## src/hdl/queue_with_middle_insert_defines.svh

```systemverilog
// Assertion macros shared by the queue RTL.
`ifndef QUEUE_WITH_MIDDLE_INSERT_DEFINES_SVH
`define QUEUE_WITH_MIDDLE_INSERT_DEFINES_SVH

// Checks that the consequent holds in the same cycle as the antecedent.
`define QWMI_ASSERT_SAME(label, ante, cons, msg) \
    label: assert property (@(posedge clk) disable iff (!rst_n) (ante) |-> (cons)) \
        else $error(msg);

// Checks that the consequent holds in the cycle after the antecedent.
`define QWMI_ASSERT_NEXT(label, ante, cons, msg) \
    label: assert property (@(posedge clk) disable iff (!rst_n) (ante) |=> (cons)) \
        else $error(msg);

`endif

```

## src/hdl/qwmi_pkg.sv

```systemverilog
// Package with sizes, codes and the cell control type of the queue.
package qwmi_pkg;

    localparam int DEPTH = 256;
    localparam int DATA_W = 32;
    localparam int CNT_W = $clog2(DEPTH + 1);
    localparam int IDX_W = $clog2(DEPTH);

    typedef enum logic [1:0] {
        CMD_PUSH   = 2'd0,
        CMD_POP    = 2'd1,
        CMD_INSERT = 2'd2
    } cmd_t;

    typedef enum logic [1:0] {
        ST_STORED = 2'd0,
        ST_POPPED = 2'd1,
        ST_EMPTY  = 2'd2,
        ST_FULL   = 2'd3
    } status_t;

    typedef struct packed {
        logic              shift_fwd;
        logic              insert;
        logic [IDX_W-1:0]  pos;
        logic [DATA_W-1:0] data;
    } cell_ctrl_t;

endpackage

```

## src/hdl/qwmi_cell.sv

```systemverilog
// One storage cell of the queue chain: holds, takes a neighbor's value, or loads new data.
module qwmi_cell
    import qwmi_pkg::*;
(
    input  logic              clk,
    input  logic [IDX_W-1:0]  cell_index,
    input  cell_ctrl_t        ctrl,
    input  logic [DATA_W-1:0] from_prev,
    input  logic [DATA_W-1:0] from_next,
    output logic [DATA_W-1:0] data
);

    logic [DATA_W-1:0] data_reg;
    logic [DATA_W-1:0] data_next;

    // On a pop every cell takes its back neighbor; on a store the cells behind
    // the insert position take their front neighbor.
    always_comb
    begin
        data_next = data_reg;
        if (ctrl.shift_fwd)
        begin
            data_next = from_next;
        end
        else if (ctrl.insert)
        begin
            if (cell_index == ctrl.pos)
            begin
                data_next = ctrl.data;
            end
            else if (cell_index > ctrl.pos)
            begin
                data_next = from_prev;
            end
        end
    end

    always_ff @(posedge clk)
    begin
        data_reg <= data_next;
    end

    assign data = data_reg;

endmodule

```

## config.mk

```make
export PLATFORM = sky130hd
export DESIGN_NAME = qwmi_cell
export DESIGN_NICKNAME = d
export VERILOG_FILES = /design/src/hdl/queue_with_middle_insert_defines.svh /design/src/hdl/qwmi_pkg.sv /design/src/hdl/qwmi_cell.sv
export SDC_FILE = /design/constraint.sdc
export NUM_CORES = 1
export LEC_CHECK = 0
export BUFFER_PORTS_ARGS = -buffer_cell sky130_fd_sc_hd__clkbuf_2
export CAP_MARGIN = 20
export CORE_MARGIN = 5
export CORE_UTILIZATION = 36
export CTS_CLUSTER_DIAMETER = 120
export DETAILED_ROUTE_END_ITERATION = 16
export PLACE_DENSITY = 0.78
export SETUP_SLACK_MARGIN = 0.4
export SYNTH_ARGS = -nofsm -noshare
export SYNTH_HDL_FRONTEND = slang
export SYNTH_SLANG_ARGS = --single-unit
```

## constraint.sdc

```tcl
create_clock -name clk -period 2.45 [get_ports clk]
set_input_delay 0.245 -clock clk [delete_from_list [all_inputs] [get_ports clk]]
set_output_delay 0.245 -clock clk [all_outputs]
set_load 0.02 [all_outputs]
```

==> metrics.txt <==
outcome=finished, final reports clean; max-slew violations=0; Worst Setup Start Kind=input pin; Clock Sinks=32; CP max stage cell=a221o_4; crit share post-route=0.7632; Final Core Density=0.5367; drt drc=0; largest net degree at the start of global routing=65; RSZ-0062 raised after global routing=no; antenna cells=0; number of synthesized flops with an enable pin=32; Worst-Margin Slew=0.5528 ns; Pwr Total=1441 uW; initial core utilization=0.3679; Cell Rows=26; worst-path maximum fanout=32; Die ar.=6726 um^2; clk buf depth=2; MaxCap Viol Count=0; max reg flops=32; fmax=534.8 MHz; Distinct cells, synth=17; most common cell after layout, fill and taps aside=clkbuf_2; dpl cells=378; first-pass GRT wire length=6679 um; Worst EP arrival=1.83 ns; Mapped Cells=169; Yosys top cell by area=edfxtp_1; Pre-antenna DRT Iters=3; global-route congestion overflow total=0; chip width=82.01 um; final wirelength=4744 um; vias in the first global route=1,671; critical path class=input pin to flop; non-filler cells, final=385; H-tree level count=2; GR Util All Layers=0.1293; Max stage delay on crit path=0.61 ns; IO buf count=146; hold_buf cts=0; Setup Fix Bufs, Post-CTS=0; minimum clock period after layout=1.870 ns; PwrDens=529.2 nW/um^2; CTS root buffer=clkbuf_8; CTS tree=built; ys flop type=edfxtp_1; Synth Register Bits=32; most frequent cells in the layout=clkbuf_2, nand2_1, mux2i_1, edfxtp_1, o21ai_1; ratio of cells with drive above 1 in the final layout=0.5079; Vias=1,719; drt first-iter violations=24; Hold Path Depth=3; worst hold path startpoint=from_next[6]; antenna viol nets, final=0; Final HPWL DP=3995 um; headroom to the max-slew limit=0.6315; clock transition at the registers of the reported paths=0.06 ns; Worst Setup End Kind=flop; warnings from Yosys=0; ys async rst share=0; syn_nets=292; total CTS buffers=5; VDD IR max=0.0002241 V; final hold slack=0.2499 ns; syn_area_per_cell=11.05 um^2; Mapped Area=1867 um^2; cts repair resizes=0; total negative slack=0 ns; sequential area share after synthesis=0.5147; Ports=147; crit path launch=ctrl[38]; RePlAce Congestion=0.7509; top cells by area, synth=edfxtp_1, mux2i_1, o21ai_1; antenna violations before repair=0; core area=5075 um^2; Req. time, crit path=2.41 ns; synthesis-to-finish area growth=45.91%; DR WL/cell=12.32 um; DR vias/cell=4.465; Final #Nets=438; # setup viols final=0; top cell type's share of synthesized area=0.5147; leakage=0.001308 uW; endpoints failing hold=0; die extent in y=82.01 um; CP cell instances=clkbuf_2 > inv_1 > ha_1 > a21oi_1 > nand2_1 > a211o_2 > a221o_4; Hold Path Class=input pin to flop
-- synthesized netlist by cell type (2+ instances only) --
master	instances
edfxtp_1	32
ha_1	8
o21ai_1	28
a21oi_1	3
mux2i_1	32
o21ai_2	2
o21ai_0	3
buf_8	3
nand2_1	35
clkbuf_1	7
inv_1	10
-- worst max-delay path: cells and delay by family --
family                   cells  cell delay, ns
AND/OR/NAND/NOR              1            0.07
AO/OA/AOI/OAI                3            1.09
adder cells (fa/ha/maj)      1            0.31
buffers and inverters        2            0.10
-- per-layer routing --
layer,up-vias,part of all wire,global-route usage
li1,898,-,-
met1,735,0.36,0.1329
met2,82,0.52,0.2375
met3,4,0.12,0.05592
met4,0,0.0067,0.03488
met5,-,0,0
-- cell type report --
| type | count | area (um^2) |
|---|---|---|
| flip-flops and latches | 32 | 960.9 |
| fillers | 481 | 2351 |
| multi-input cells | 117 | 808.3 |
| inverters | 10 | 37.54 |
| clock inverters | 2 | 7.507 |
| clock buffers | 5 | 68.82 |
| well taps | 70 | 87.58 |
| repair buffers | 149 | 753.2 |
-- worst paths after layout --
path / endpoint
setup / recovery: data[7]$_DFFE_PP_
hold / removal: data[6]$_DFFE_PP_
-- power by group --
group          total, uW  internal, uW  switching [uW]
clock                355           187             168
combinational        378           156             222
sequential           709           690            18.2
-- metrics by stage --
| stage | setup slack, ns | area [um^2] |
|---|---|---|
| detailed placement | 0.3020 | 2648 |
| global placement | 0.3400 | 2648 |
| global route | 0.4989 | 2724 |
| CTS | 0.5855 | 2724 |
| floorplan | 0.4845 | 1878 |
| finish | 0.5802 | 2724 |
-- cell families (layout without fill, tap and decap cells) --
| family | Yosys count | after routing | synth area share |
|---|---|---|---|
| and+or+nand+nor | 39 | 39 | 0.09048 |
| AOI/OAI and AO/OA | 38 | 38 | 0.1113 |
| muxes | 32 | 32 | 0.1716 |
| DFF | 32 | 32 | 0.5147 |
| adders and majority gates | 8 | 8 | 0.05362 |
| buffers and inverters | 20 | 166 | 0.05831 |
Power figures use the tool's default switching activity.
